### config.mk
export PLATFORM = sky130hd
export DESIGN_NAME = murmur_hash_64b_stream_unit_flat
export DESIGN_NICKNAME = d
export VERILOG_FILES = /design/src/rtl/mh64b_pkg.sv /design/src/rtl/mh64b_ifs.sv /design/src/rtl/mh64b_front.sv /design/src/rtl/mh64b_queue.sv /design/src/rtl/mh64b_back.sv /design/src/rtl/murmur_hash_64b_stream_unit.sv /design/src/flat_wrapper.sv
export SDC_FILE = /design/constraint.sdc
export NUM_CORES = 1
export LEC_CHECK = 0
export ABC_CLOCK_PERIOD_IN_PS = 11400
export BUFFER_PORTS_ARGS = -buffer_cell sky130_fd_sc_hd__buf_2
export CAP_MARGIN = 5
export CORE_MARGIN = 2
export CORE_UTILIZATION = 40
export DETAILED_ROUTE_END_ITERATION = 6
export SYNTH_ARGS = -nofsm -noshare
export SYNTH_HDL_FRONTEND = slang
export SYNTH_SLANG_ARGS = --single-unit
### constraint.sdc
create_clock -name clk_i -period 11.4 [get_ports clk_i]
set_input_delay 0.57 -clock clk_i [delete_from_list [all_inputs] [get_ports clk_i]]
set_output_delay 0.57 -clock clk_i [all_outputs]
set_load 0.02 [all_outputs]
### src/rtl/mh64b_pkg.sv
`timescale 1ns / 1ps

package mh64b_pkg;

  // Mixing constant and shift amounts of MurmurHash64B.
  localparam logic [31:0] MixMul   = 32'h5bd1e995;
  localparam int unsigned MixShift = 24;
  localparam int unsigned FinShA   = 18;
  localparam int unsigned FinShB   = 22;
  localparam int unsigned FinShC   = 17;
  localparam int unsigned FinShD   = 19;

  localparam logic [63:0] SeedReset = 64'h0000_0000_DEAD_BEEF;

  // A byte count of this value or above means a whole word.
  localparam logic [2:0] ByteCntFull = 3'd4;

  // Queue between the front and the back.
  localparam int unsigned QueueDepth = 2;
  localparam int unsigned QPtrW      = (QueueDepth > 1) ? $clog2(QueueDepth) : 1;
  localparam int unsigned QCntW      = $clog2(QueueDepth + 1);

  typedef enum logic [1:0] {
    KIND_NONE,
    KIND_FULL,
    KIND_TAIL
  } kind_e;

  // One classified beat, as the back executes it.
  typedef struct packed {
    logic [31:0] word;
    kind_e       kind;
    logic        first;
    logic        last;
    logic [31:0] total_length;
  } op_t;

  typedef struct packed {
    logic [QCntW-1:0] count;
    logic             empty;
    logic             full;
  } qstat_t;

  typedef struct packed {
    logic busy;
    logic pop;
  } bstat_t;

endpackage

### src/rtl/mh64b_ifs.sv
`timescale 1ns / 1ps

// Message beat channel.
interface mh64b_in_if;
  logic        valid;
  logic        ready;
  logic [31:0] word;
  logic [2:0]  byte_count;
  logic        first;
  logic        last;
  logic [31:0] total_length;

  modport source (
    output valid, word, byte_count, first, last, total_length,
    input  ready
  );
  modport sink (
    input  valid, word, byte_count, first, last, total_length,
    output ready
  );
endinterface

// Digest channel.
interface mh64b_out_if;
  logic        valid;
  logic        ready;
  logic [63:0] digest;

  modport source (output valid, digest, input ready);
  modport sink (input valid, digest, output ready);
endinterface

// Seed write channel.
interface mh64b_cfg_if;
  logic        valid;
  logic        ready;
  logic [63:0] seed;

  modport source (output valid, seed, input ready);
  modport sink (input valid, seed, output ready);
endinterface

### src/rtl/mh64b_front.sv
`timescale 1ns / 1ps

module mh64b_front (
  mh64b_in_if.sink           in_i,
  input  logic               q_full_i,
  output logic               push_o,
  output mh64b_pkg::op_t     op_o
);
  import mh64b_pkg::*;

  logic [31:0] tail_mask;

  // Keep only the valid bytes of a partial word.
  always_comb begin
    unique case (in_i.byte_count)
      3'd1:    tail_mask = 32'h0000_00FF;
      3'd2:    tail_mask = 32'h0000_FFFF;
      3'd3:    tail_mask = 32'h00FF_FFFF;
      default: tail_mask = 32'h0000_0000;
    endcase
  end

  always_comb begin
    op_o.first        = in_i.first;
    op_o.last         = in_i.last;
    op_o.total_length = in_i.total_length;
    if (in_i.byte_count >= ByteCntFull) begin
      op_o.kind = KIND_FULL;
      op_o.word = in_i.word;
    end else if (in_i.byte_count == 3'd0) begin
      op_o.kind = KIND_NONE;
      op_o.word = 32'h0;
    end else begin
      op_o.kind = KIND_TAIL;
      op_o.word = in_i.word & tail_mask;
    end
  end

  assign in_i.ready = !q_full_i;
  assign push_o     = in_i.valid && !q_full_i;

endmodule

### src/rtl/mh64b_queue.sv
`timescale 1ns / 1ps

module mh64b_queue (
  input  logic               clk_i,
  input  logic               rst_ni,
  input  logic               push_i,
  input  mh64b_pkg::op_t     op_i,
  input  logic               pop_i,
  output mh64b_pkg::op_t     op_o,
  output mh64b_pkg::qstat_t  stat_o
);
  import mh64b_pkg::*;

  op_t              mem_q [QueueDepth];
  logic [QPtrW-1:0] wr_ptr_q, wr_ptr_d;
  logic [QPtrW-1:0] rd_ptr_q, rd_ptr_d;
  logic [QCntW-1:0] count_q, count_d;
  logic             do_push, do_pop;

  assign stat_o.count = count_q;
  assign stat_o.empty = (count_q == '0);
  assign stat_o.full  = (count_q == QCntW'(QueueDepth));

  assign do_push = push_i && !stat_o.full;
  assign do_pop  = pop_i && !stat_o.empty;

  assign op_o = mem_q[rd_ptr_q];

  always_comb begin
    wr_ptr_d = wr_ptr_q;
    rd_ptr_d = rd_ptr_q;
    count_d  = count_q;
    if (do_push) begin
      wr_ptr_d = (wr_ptr_q == QPtrW'(QueueDepth - 1)) ? '0 : wr_ptr_q + 1'b1;
    end
    if (do_pop) begin
      rd_ptr_d = (rd_ptr_q == QPtrW'(QueueDepth - 1)) ? '0 : rd_ptr_q + 1'b1;
    end
    if (do_push && !do_pop) begin
      count_d = count_q + 1'b1;
    end else if (do_pop && !do_push) begin
      count_d = count_q - 1'b1;
    end
  end

  always_ff @(posedge clk_i or negedge rst_ni) begin
    if (!rst_ni) begin
      wr_ptr_q <= '0;
      rd_ptr_q <= '0;
      count_q  <= '0;
    end else begin
      wr_ptr_q <= wr_ptr_d;
      rd_ptr_q <= rd_ptr_d;
      count_q  <= count_d;
    end
  end

  always_ff @(posedge clk_i) begin
    if (do_push) begin
      mem_q[wr_ptr_q] <= op_i;
    end
  end

endmodule

### src/rtl/mh64b_back.sv
`timescale 1ns / 1ps

module mh64b_back (
  input  logic               clk_i,
  input  logic               rst_ni,
  input  logic [63:0]        seed_i,
  input  mh64b_pkg::op_t     op_i,
  input  logic               q_empty_i,
  mh64b_out_if.source        out_o,
  output mh64b_pkg::bstat_t  stat_o
);
  import mh64b_pkg::*;

  localparam logic [3:0] ST_IDLE = 4'd0;
  localparam logic [3:0] ST_K1   = 4'd1;
  localparam logic [3:0] ST_K2   = 4'd2;
  localparam logic [3:0] ST_ACC  = 4'd3;
  localparam logic [3:0] ST_TAIL = 4'd4;
  localparam logic [3:0] ST_F1   = 4'd5;
  localparam logic [3:0] ST_F2   = 4'd6;
  localparam logic [3:0] ST_F3   = 4'd7;
  localparam logic [3:0] ST_F4   = 4'd8;

  logic [3:0]  state_q, state_d;
  logic [31:0] acc_one_q, acc_one_d;
  logic [31:0] acc_two_q, acc_two_d;
  logic        parity_q, parity_d;
  logic [31:0] k_q, k_d;
  logic [31:0] h1_q, h1_d;
  logic [31:0] h2_q, h2_d;
  op_t         cur_q, cur_d;
  logic [63:0] dig_q, dig_d;
  logic        dig_vld_q, dig_vld_d;
  logic        pop;
  logic [31:0] mul_a, mul_p;

  // The one multiplier of the block, shared by every step.
  assign mul_p = mul_a * MixMul;

  always_comb begin
    state_d   = state_q;
    acc_one_d = acc_one_q;
    acc_two_d = acc_two_q;
    parity_d  = parity_q;
    k_d       = k_q;
    h1_d      = h1_q;
    h2_d      = h2_q;
    cur_d     = cur_q;
    dig_d     = dig_q;
    dig_vld_d = dig_vld_q && !out_o.ready;
    pop       = 1'b0;
    mul_a     = 32'h0;

    unique case (state_q)
      ST_IDLE: begin
        if (!q_empty_i) begin
          pop   = 1'b1;
          cur_d = op_i;
          if (op_i.first) begin
            acc_one_d = seed_i[31:0] ^ op_i.total_length;
            acc_two_d = seed_i[63:32];
            parity_d  = 1'b0;
          end
          case (op_i.kind)
            KIND_FULL: state_d = ST_K1;
            KIND_TAIL: state_d = ST_TAIL;
            default:   state_d = op_i.last ? ST_F1 : ST_IDLE;
          endcase
        end
      end
      ST_K1: begin
        mul_a   = cur_q.word;
        k_d     = mul_p;
        state_d = ST_K2;
      end
      ST_K2: begin
        mul_a   = k_q ^ (k_q >> MixShift);
        k_d     = mul_p;
        state_d = ST_ACC;
      end
      ST_ACC: begin
        mul_a = parity_q ? acc_two_q : acc_one_q;
        if (parity_q) begin
          acc_two_d = mul_p ^ k_q;
        end else begin
          acc_one_d = mul_p ^ k_q;
        end
        parity_d = ~parity_q;
        state_d  = cur_q.last ? ST_F1 : ST_IDLE;
      end
      ST_TAIL: begin
        mul_a     = acc_two_q ^ cur_q.word;
        acc_two_d = mul_p;
        state_d   = cur_q.last ? ST_F1 : ST_IDLE;
      end
      ST_F1: begin
        mul_a   = acc_one_q ^ (acc_two_q >> FinShA);
        h1_d    = mul_p;
        h2_d    = acc_two_q;
        state_d = ST_F2;
      end
      ST_F2: begin
        mul_a   = h2_q ^ (h1_q >> FinShB);
        h2_d    = mul_p;
        state_d = ST_F3;
      end
      ST_F3: begin
        mul_a   = h1_q ^ (h2_q >> FinShC);
        h1_d    = mul_p;
        state_d = ST_F4;
      end
      ST_F4: begin
        mul_a = h2_q ^ (h1_q >> FinShD);
        // Wait here until the output register is free or being drained.
        if (!dig_vld_q || out_o.ready) begin
          dig_d     = {h1_q, mul_p};
          dig_vld_d = 1'b1;
          parity_d  = 1'b0;
          state_d   = ST_IDLE;
        end
      end
      default: state_d = ST_IDLE;
    endcase
  end

  always_ff @(posedge clk_i or negedge rst_ni) begin
    if (!rst_ni) begin
      state_q   <= ST_IDLE;
      acc_one_q <= 32'h0;
      acc_two_q <= 32'h0;
      parity_q  <= 1'b0;
      dig_vld_q <= 1'b0;
    end else begin
      state_q   <= state_d;
      acc_one_q <= acc_one_d;
      acc_two_q <= acc_two_d;
      parity_q  <= parity_d;
      dig_vld_q <= dig_vld_d;
    end
  end

  always_ff @(posedge clk_i) begin
    k_q   <= k_d;
    h1_q  <= h1_d;
    h2_q  <= h2_d;
    cur_q <= cur_d;
    dig_q <= dig_d;
  end

  assign out_o.valid  = dig_vld_q;
  assign out_o.digest = dig_q;

  assign stat_o.busy = (state_q != ST_IDLE);
  assign stat_o.pop  = pop;

endmodule

### src/rtl/murmur_hash_64b_stream_unit.sv
`timescale 1ns / 1ps

// MurmurHash64B streaming unit. A message enters as little-endian 32-bit
// beats on in_i; the beat marked first also carries the total byte length,
// which is XORed with the low seed half to start the first accumulator, and
// the high seed half starts the second. Full words alternate between the two
// accumulators, a final partial word of one to three bytes folds into the
// second, and after the beat marked last one 64-bit digest beat leaves on
// out_o, first accumulator in the upper half. The seed is written on cfg_i,
// which is always ready, and must only be changed while the unit is idle;
// it resets to 0xDEADBEEF. A front stage classifies each beat and places it
// in a two-entry queue, so the input keeps accepting while the back is busy
// until the queue is full. The back owns one 32-by-32 multiplier and runs
// every step through it, one multiply per cycle while no digest waits: a
// beat first leaves the queue, a full word is then mixed and folded into
// its accumulator, a partial word is folded in directly, and a last beat
// adds four finalization rounds. The back takes the next beat only once it
// is through with the last. A digest that is not taken holds the back in its
// final round while the queue fills. Nothing needs clearing after reset.
module murmur_hash_64b_stream_unit (
  input  logic         clk_i,
  input  logic         rst_ni,
  mh64b_in_if.sink     in_i,
  mh64b_cfg_if.sink    cfg_i,
  mh64b_out_if.source  out_o
);
  import mh64b_pkg::*;

  logic [63:0] seed_q;
  logic        push;
  op_t         push_op;
  op_t         head_op;
  qstat_t      q_stat;
  bstat_t      b_stat;

  // Seed register; writes are accepted in any cycle.
  assign cfg_i.ready = 1'b1;

  always_ff @(posedge clk_i or negedge rst_ni) begin
    if (!rst_ni) begin
      seed_q <= SeedReset;
    end else if (cfg_i.valid) begin
      seed_q <= cfg_i.seed;
    end
  end

  mh64b_front u_front (
    .in_i     (in_i),
    .q_full_i (q_stat.full),
    .push_o   (push),
    .op_o     (push_op)
  );

  mh64b_queue u_queue (
    .clk_i  (clk_i),
    .rst_ni (rst_ni),
    .push_i (push),
    .op_i   (push_op),
    .pop_i  (b_stat.pop),
    .op_o   (head_op),
    .stat_o (q_stat)
  );

  mh64b_back u_back (
    .clk_i     (clk_i),
    .rst_ni    (rst_ni),
    .seed_i    (seed_q),
    .op_i      (head_op),
    .q_empty_i (q_stat.empty),
    .out_o     (out_o),
    .stat_o    (b_stat)
  );

  // The back never takes a beat from an empty queue.
  assert property (@(posedge clk_i) disable iff (!rst_ni)
    b_stat.pop |-> !q_stat.empty)
    else $error("back popped an empty queue");

  // The queue occupancy never exceeds its depth.
  assert property (@(posedge clk_i) disable iff (!rst_ni)
    q_stat.count <= QCntW'(QueueDepth))
    else $error("queue occupancy beyond depth");

  // A new digest only appears at the end of a finalization.
  assert property (@(posedge clk_i) disable iff (!rst_ni)
    $rose(out_o.valid) |-> $past(b_stat.busy))
    else $error("digest appeared without back activity");

  // A beat popped by the back leaves the queue one entry emptier unless
  // a new beat was pushed at the same edge.
  assert property (@(posedge clk_i) disable iff (!rst_ni)
    (b_stat.pop && !push) |=> (q_stat.count == $past(q_stat.count) - 1'b1))
    else $error("queue count did not follow a pop");

endmodule
### src/flat_wrapper.sv
// flat-port wrapper written by rule: the top's interface ports become plain ports
module murmur_hash_64b_stream_unit_flat import mh64b_pkg::*;
  (clk_i, rst_ni, in_i_valid, in_i_word, in_i_byte_count, in_i_first, in_i_last, in_i_total_length, in_i_ready, cfg_i_valid, cfg_i_seed, cfg_i_ready, out_o_valid, out_o_digest, out_o_ready);
  mh64b_in_if in_i_i ();
  mh64b_cfg_if cfg_i_i ();
  mh64b_out_if out_o_i ();
  input  logic clk_i;
  input  logic rst_ni;
  input wire logic [$bits(in_i_i.valid)-1:0] in_i_valid;
  input wire logic [$bits(in_i_i.word)-1:0] in_i_word;
  input wire logic [$bits(in_i_i.byte_count)-1:0] in_i_byte_count;
  input wire logic [$bits(in_i_i.first)-1:0] in_i_first;
  input wire logic [$bits(in_i_i.last)-1:0] in_i_last;
  input wire logic [$bits(in_i_i.total_length)-1:0] in_i_total_length;
  output wire logic [$bits(in_i_i.ready)-1:0] in_i_ready;
  input wire logic [$bits(cfg_i_i.valid)-1:0] cfg_i_valid;
  input wire logic [$bits(cfg_i_i.seed)-1:0] cfg_i_seed;
  output wire logic [$bits(cfg_i_i.ready)-1:0] cfg_i_ready;
  output wire logic [$bits(out_o_i.valid)-1:0] out_o_valid;
  output wire logic [$bits(out_o_i.digest)-1:0] out_o_digest;
  input wire logic [$bits(out_o_i.ready)-1:0] out_o_ready;
  assign in_i_i.valid = in_i_valid;
  assign in_i_i.word = in_i_word;
  assign in_i_i.byte_count = in_i_byte_count;
  assign in_i_i.first = in_i_first;
  assign in_i_i.last = in_i_last;
  assign in_i_i.total_length = in_i_total_length;
  assign in_i_ready = in_i_i.ready;
  assign cfg_i_i.valid = cfg_i_valid;
  assign cfg_i_i.seed = cfg_i_seed;
  assign cfg_i_ready = cfg_i_i.ready;
  assign out_o_valid = out_o_i.valid;
  assign out_o_digest = out_o_i.digest;
  assign out_o_i.ready = out_o_ready;
  murmur_hash_64b_stream_unit u_core (.clk_i(clk_i), .rst_ni(rst_ni), .in_i(in_i_i), .cfg_i(cfg_i_i), .out_o(out_o_i));
endmodule
==> flow_metrics.env, run 1 <==
export IMPL_period_minus_slack_ns=9.82
export IMPL_fp_dieW_um=274
export IMPL_cts_tree="done"
export IMPL_syn_nets=2989
export IMPL_clk_pin_slew_ns=0.06
export IMPL_root_buffer="clkbuf_16"
export IMPL_synthCells=2451
export IMPL_grt_usage=0.255
export IMPL_area_growth_pct=14.4
export IMPL_required_ns=11.85
export IMPL_netlist_top_cells_area="edfxtp_1 34%, fa_1 12%, dfrtp_1 9.8%, ha_1 9.4%, inv_1 4.8%"
export IMPL_initial_utilization=0.405
export IMPL_port_buffers=203
export IMPL_fin_tns_setup_ns=0
export IMPL_grt_start_max_net_pins=81
export IMPL_yosysWarnings=0
export IMPL_antenna_found_initial=2
export IMPL_cts_max_path_buffers=3
export IMPL_hpwl_mm=72.0
export IMPL_critPathKind="flop to flop"
export IMPL_grt_pass1_wl_mm=139
export IMPL_finalWirelength_mm=94.4
export IMPL_startpoint="u_core.u_back.state_q[2]"
export IMPL_avgSynthCellArea_sq_um=11.9
export IMPL_die_area_sq_mm=0.0748
export IMPL_dr_pass1_iters=7
export IMPL_synth_edf_count=329
export IMPL_crit_slowest_cell="or4b_1"
export IMPL_cts_made_buffers=51
export IMPL_place_gp_congestion=0.967
export IMPL_dr_total_vias=20092
export IMPL_yosysTopAreaCell="edfxtp_1"
export IMPL_yosysMostFrequentCell="inv_1"
export IMPL_async_reset_ff_frac=0.296
export IMPL_grt_pass1_vias=21078
export IMPL_initialDrtViolationCount=1603
export IMPL_path_max_fanout=23
export IMPL_cts_repair_resized=0
export IMPL_finalSetupViolations=0
export IMPL_grt_overflow=0
export IMPL_dieHeight_um=274
export IMPL_synth_top_flop_cell="edfxtp_1"
export IMPL_max_stage_delay_ns=0.81
export IMPL_fmax_ghz=0.102
export IMPL_relSlewSlack=0.192
export IMPL_num_rows=98
export IMPL_yosys_top_cells_count="374 x inv_1, 329 x edfxtp_1, 219 x ha_1"
export IMPL_cts_setup_buffers=0
export IMPL_rsz0062_at_grt="no"
export IMPL_yosysTopAreaCellShare=0.340
export IMPL_finalWorstSetupSlack_ns=1.58
export IMPL_worstPathArrival_ns=10.27
export IMPL_drive_gt1_frac=0.186
export IMPL_outcome="complete, no violations"
export IMPL_core_area_sq_mm=0.0717
export IMPL_diodes=0
export IMPL_drcViolationCount=0
export IMPL_ioPinCount=205
export IMPL_critPathLaunchType="flop"
export IMPL_cp_end_kind="flop"
export IMPL_path_delay_family="adder cells"
export IMPL_clk_latency_ns=0.63
export IMPL_fin_hold_ws_ns=0.0115
export IMPL_crit_buf_inv=8
export IMPL_synth_seq_area_share=0.460
export IMPL_r2r_start="u_core.u_back.state_q[2]"
export IMPL_ant_nets=0
export IMPL_hold_violations=0
export IMPL_min_period_over_period=0.861
export IMPL_wl_per_cell_um=25.6
export IMPL_clock_sinks=467
export IMPL_worstMarginPinSlew_ns=1.20
export IMPL_slew_violations=0
export IMPL_htree_levels=2
export IMPL_ys_ff_latch=467
export IMPL_syn_area_sq_mm=0.0291
export IMPL_maxCapViolations=0
export IMPL_nets=3231
export IMPL_yosysUniqueCellTypes=83
export IMPL_cts_hold_buf=0
export IMPL_routed_via_density=5.45
export IMPL_fin_skew_ns=0.0371
export IMPL_dp_slack_ns=1.73
export IMPL_hp_class="input pin to asynchronous set/reset pin"
through the flow:
stage / instance area (sq um) / std cells / utilization
final: 33200 / 3685 / 0.463
after global routing: 33200 / 3685 / 0.463
after CTS: 33200 / 3685 / 0.463
after detailed placement: 31500 / 3590 / 0.439
after global placement: 31500 / 3590 / 0.439
after floorplan: 29100 / 2451 / -
worst paths after layout:
check	endpoint	slack, ns	cells past startpoint
setup / recovery	u_core.u_back.acc_two_q[30]	1.58	32
hold / removal	u_core.seed_q[24]	0.01	1
setup reg to reg	u_core.u_back.acc_two_q[30]	1.58	32
hold reg to reg	u_core.u_back.acc_one_q[18]	0.48	2
max in group asynchronous	u_core.u_queue.rd_ptr_q	9.94	2
min in group clk_i	u_core.u_queue.mem_q[1][30]	0.13	1
layout by cell type (no fill, tap or decap), types with 24 or more instances in the layout:
| cell | netlist | final |
|---|---|---|
| inv_1 | 374 | 374 |
| nand2_1 | 192 | 192 |
| clkbuf_16 | 0 | 51 |
| xnor2_1 | 105 | 104 |
| fa_1 | 181 | 181 |
| ha_1 | 219 | 219 |
| edfxtp_1 | 329 | 329 |
| o21ai_0 | 153 | 152 |
| dfrtp_1 | 114 | 113 |
| mux2_2 | 99 | 99 |
| xor2_1 | 44 | 44 |
| a21oi_1 | 85 | 85 |
| mux2i_1 | 37 | 37 |
| nor2b_1 | 32 | 32 |
| buf_4 | 2 | 71 |
| nor2_1 | 84 | 80 |
| a221oi_1 | 30 | 30 |
| dfstp_2 | 24 | 24 |
| buf_2 | 8 | 202 |
kinds of logic after synthesis:
kind of cell / synth area share
AOI/OAI and AO/OA: 0.0932
xor gates and xnor gates: 0.0490
adders and majority gates: 0.219
buffers and inverters: 0.0606
DFF: 0.460
muxes: 0.0511
other: 0.000129
and+or+nand+nor: 0.0670
layer usage:
metal,global-route usage,routed length (um),vias to the layer above
met3,0.0398,5810,188
met5,0,0,-
li1,-,-,8942
met4,0.105,4480,0
met2,0.419,44800,755
met1,0.335,39400,10207
layout make-up:
type                       instances  area, sq um
inverter                         375         1410
sequential                       467        13400
multi-input combinational       1524        14000
tap                              950         1190
clock inverter                    29          333
timing repair buffer             274         1560
fill                            6600        38500
clock buffer                      66         1380
worst register-to-register path: cells and delay by family, from the launching register on:
family                     cells  cell delay [ns]
AOI/OAI and AO/OA              9             1.66
xor gates and xnor gates       1             0.34
adders and majority gates      9             3.81
buffers and inverters          8             1.00
DFF                            1             0.80
muxes                          1             0.34
and+or+nand+nor                4             1.72
registers in the layout (all words and copies together) (netlist names):
name and count:
u_core.u_back.state_q 4, u_core.u_back.h1_q 32, u_core.u_queue.rd_ptr_q 1, u_core.u_queue.wr_ptr_q 1
u_core.u_back.cur_q 33, u_core.u_back.out_o.digest 64, u_core.u_back.parity_q 1, u_core.u_back.acc_two_q 32
u_core.u_queue.mem_q 136, u_core.u_back.h2_q 32, u_core.u_back.k_q 32, u_core.u_back.out_o.valid 1
u_core.u_queue.count_q 2, u_core.u_back.acc_one_q 32, u_core.seed_q 64
Power of run 1 is left out: the tool's default activity adds up to more than one toggle a clock period on the data nets, which glitch-free logic cannot reach.
==> run 2, diff against run 1 <==
Settings changed: ABC_CLOCK_PERIOD_IN_PS 11400 to 8000.
Clock period 11.4 ns to 8 ns, I/O delays scaled along.
==> run 2 against run 1 <==
Effect of this change:
- the run now ends with negative setup slack left
- worst setup slack worse by 1.9 ns
- flip-flop and latch count stayed put
- final area grew 13%
- register-to-register slack got worse by 1.9 ns
- highest routed layer is now met5
- largest cell class unchanged
- critical path depth is the same
- non-clock buffer count rose by 358
- critical endpoint unchanged
- clock-buffer cell count down 3
- clock skew is 0.0069 ns lower
- fmax grew 18%
- sequential share of layout area shrank 4.7 points
- first-iteration DRC count is 12% higher
- core utilization increased by 6.2 points
==> flow_metrics.env, run 2 (synthesis gave the netlist of run 1 again) <==
export IMPL_rsz0062_at_grt="yes"
export IMPL_area_growth_pct=29.7
export IMPL_required_ns=8.50
export IMPL_relSlewSlack=0.236
export IMPL_antenna_found_initial=2
export IMPL_crit_slowest_cell="or4b_4"
export IMPL_period_minus_slack_ns=8.30
export IMPL_cts_tree="done"
export IMPL_min_from="cfg_i_seed[7]"
export IMPL_dr_total_vias=21593
export IMPL_fin_tns_setup_ns=-2.95
export IMPL_die_area_sq_mm=0.0748
export IMPL_outcome="finished, violations left"
export IMPL_clk_pin_slew_ns=0.07
export IMPL_hp_class="input pin to flop"
export IMPL_critPathLaunchType="flop"
export IMPL_grt_start_max_net_pins=86
export IMPL_hold_path_cell_count=2
export IMPL_grt_usage=0.269
export IMPL_slew_violations=0
export IMPL_max_stage_delay_ns=0.61
export IMPL_clk_latency_ns=0.61
export IMPL_num_rows=98
export IMPL_worstMarginPinSlew_ns=1.14
export IMPL_port_buffers=203
export IMPL_root_buffer="clkbuf_16"
export IMPL_path_max_fanout=5
export IMPL_final_cell_mix="342 x inv_1, 329 x edfxtp_1, 315 x buf_4, 202 x buf_2, 186 x nand2_1"
export IMPL_nets=3587
export IMPL_multi_input_area_sq_mm=0.0153
export IMPL_place_gp_congestion=0.961
export IMPL_dieHeight_um=274
export IMPL_fillers=6274
export IMPL_min_to="u_core.seed_q[7]"
export IMPL_min_period_over_period=1.04
export IMPL_fmax_ghz=0.120
export IMPL_regArea_sq_mm=0.0134
export IMPL_cts_made_buffers=48
export IMPL_diodes=0
export IMPL_largest_reg_flops=136
export IMPL_htree_levels=2
export IMPL_routed_via_density=5.35
export IMPL_worstPathArrival_ns=8.80
export IMPL_grt_pass1_vias=22706
export IMPL_grt_pass1_wl_mm=147
export IMPL_r2r_end="u_core.u_back.acc_two_q[30]"
export IMPL_fp_dieW_um=274
export IMPL_wl_per_cell_um=24.9
export IMPL_ioPinCount=205
export IMPL_fin_skew_ns=0.0303
export IMPL_top_register="u_core.u_queue.mem_q"
export IMPL_core_area_sq_mm=0.0717
export IMPL_hpwl_mm=77.6
export IMPL_r2r_start="u_core.u_back.state_q[2]"
export IMPL_maxCapViolations=0
export IMPL_critPathKind="flop to flop"
export IMPL_drcViolationCount=0
export IMPL_rr_worst_depth=32
export IMPL_ant_nets=0
export IMPL_layout_commonest_cell="inv_1"
export IMPL_finalWirelength_mm=101
export IMPL_dr_pass1_iters=6
export IMPL_cts_max_path_buffers=3
export IMPL_initial_utilization=0.405
export IMPL_finalSetupViolations=34
export IMPL_hold_violations=0
export IMPL_reg2reg_setup_slack_ns=-0.30
export IMPL_violations="negative setup slack"
export IMPL_initialDrtViolationCount=1795
export IMPL_cp_end_kind="flop"
export IMPL_clock_sinks=467
export IMPL_cpMostUsedCell="fa_1"
export IMPL_finalWorstSetupSlack_ns=-0.301
export IMPL_drive_gt1_frac=0.334
export IMPL_grt_overflow=0
## run 2: cell count changes in the layout (fill, tap and decap cells not counted), sizes merged
cell / previous run / this run
clkbuf: 66 / 63
bufinv: 5 / 4
clkinv: 18 / 16
clkinvlp: 4 / 5
bufbuf: 0 / 1
dlygate4sd3: 0 / 35
buf: 274 / 596
or4b: 3 / 4
## run 2: final cells by class
cell class,count,area share
Inverter,375,0.0375
Sequential cell,467,0.355
Tap cell,950,0.0315
Clock inverter,27,0.00760
Clock buffer,63,0.0350
Timing Repair Buffer,632,0.128
Multi-Input combinational cell,1525,0.406
## run 2: worst max path at each step
stage | slack [ns] | startpoint | endpoint | cells past startpoint
floorplan | -0.15 | u_core.u_back.state_q[1] | u_core.u_back.acc_two_q[30] | 30
global placement | -0.63 | u_core.u_back.state_q[2] | u_core.u_back.acc_one_q[31] | 30
detailed placement | -0.89 | u_core.u_back.state_q[0] | u_core.u_back.acc_two_q[30] | 33
CTS | -0.33 | u_core.u_back.state_q[1] | u_core.u_back.acc_one_q[31] | 30
global route | -0.49 | u_core.u_back.state_q[1] | u_core.u_back.acc_two_q[30] | 31
finish | -0.30 | u_core.u_back.state_q[2] | u_core.u_back.acc_two_q[30] | 32
## run 2: metrics by stage
stage	hold slack (ns)	instance area, sq um	utilization	setup slack, ns	std cells
floorplan	0.104	29200	-	-0.146	2451
global placement	0.461	33600	0.469	-0.627	3842
detailed placement	0.459	33600	0.469	-0.890	3842
CTS	0.00254	36800	0.513	-0.326	4015
global route	0.0211	37700	0.525	-0.494	4039
finish	0.0292	37700	0.525	-0.301	4039
## run 2: critical path: cells and delay by family, from the launching register on
family / cells / cell delay (ns)
xor gates and xnor gates: 1 / 0.23
and+or+nand+nor: 3 / 1.04
DFF: 1 / 0.43
adders and majority gates: 9 / 3.48
AOI/OAI and AO/OA: 10 / 1.96
buffers and inverters: 9 / 1.03
## run 2: what timing repair did
action                     in CTS  in global routing
buffers inserted               47                 30
pin swaps                      80                 86
setup endpoints to repair      99                 90
gates resized for setup       167                162
hold endpoints to repair      143                  0
hold buffers                   35                  0
cloned                          2                  0
## run 2: routing by layer
| metal | global-route usage | share of wire | vias up |
|---|---|---|---|
| met4 | 0.105 | 0.046 | 2 |
| li1 | - | - | 9672 |
| met2 | 0.453 | 0.49 | 747 |
| met3 | 0.0436 | 0.058 | 192 |
| met5 | 0 | 0.00013 | - |
| met1 | 0.349 | 0.41 | 10980 |
Power of run 2 is left out for the same reason.
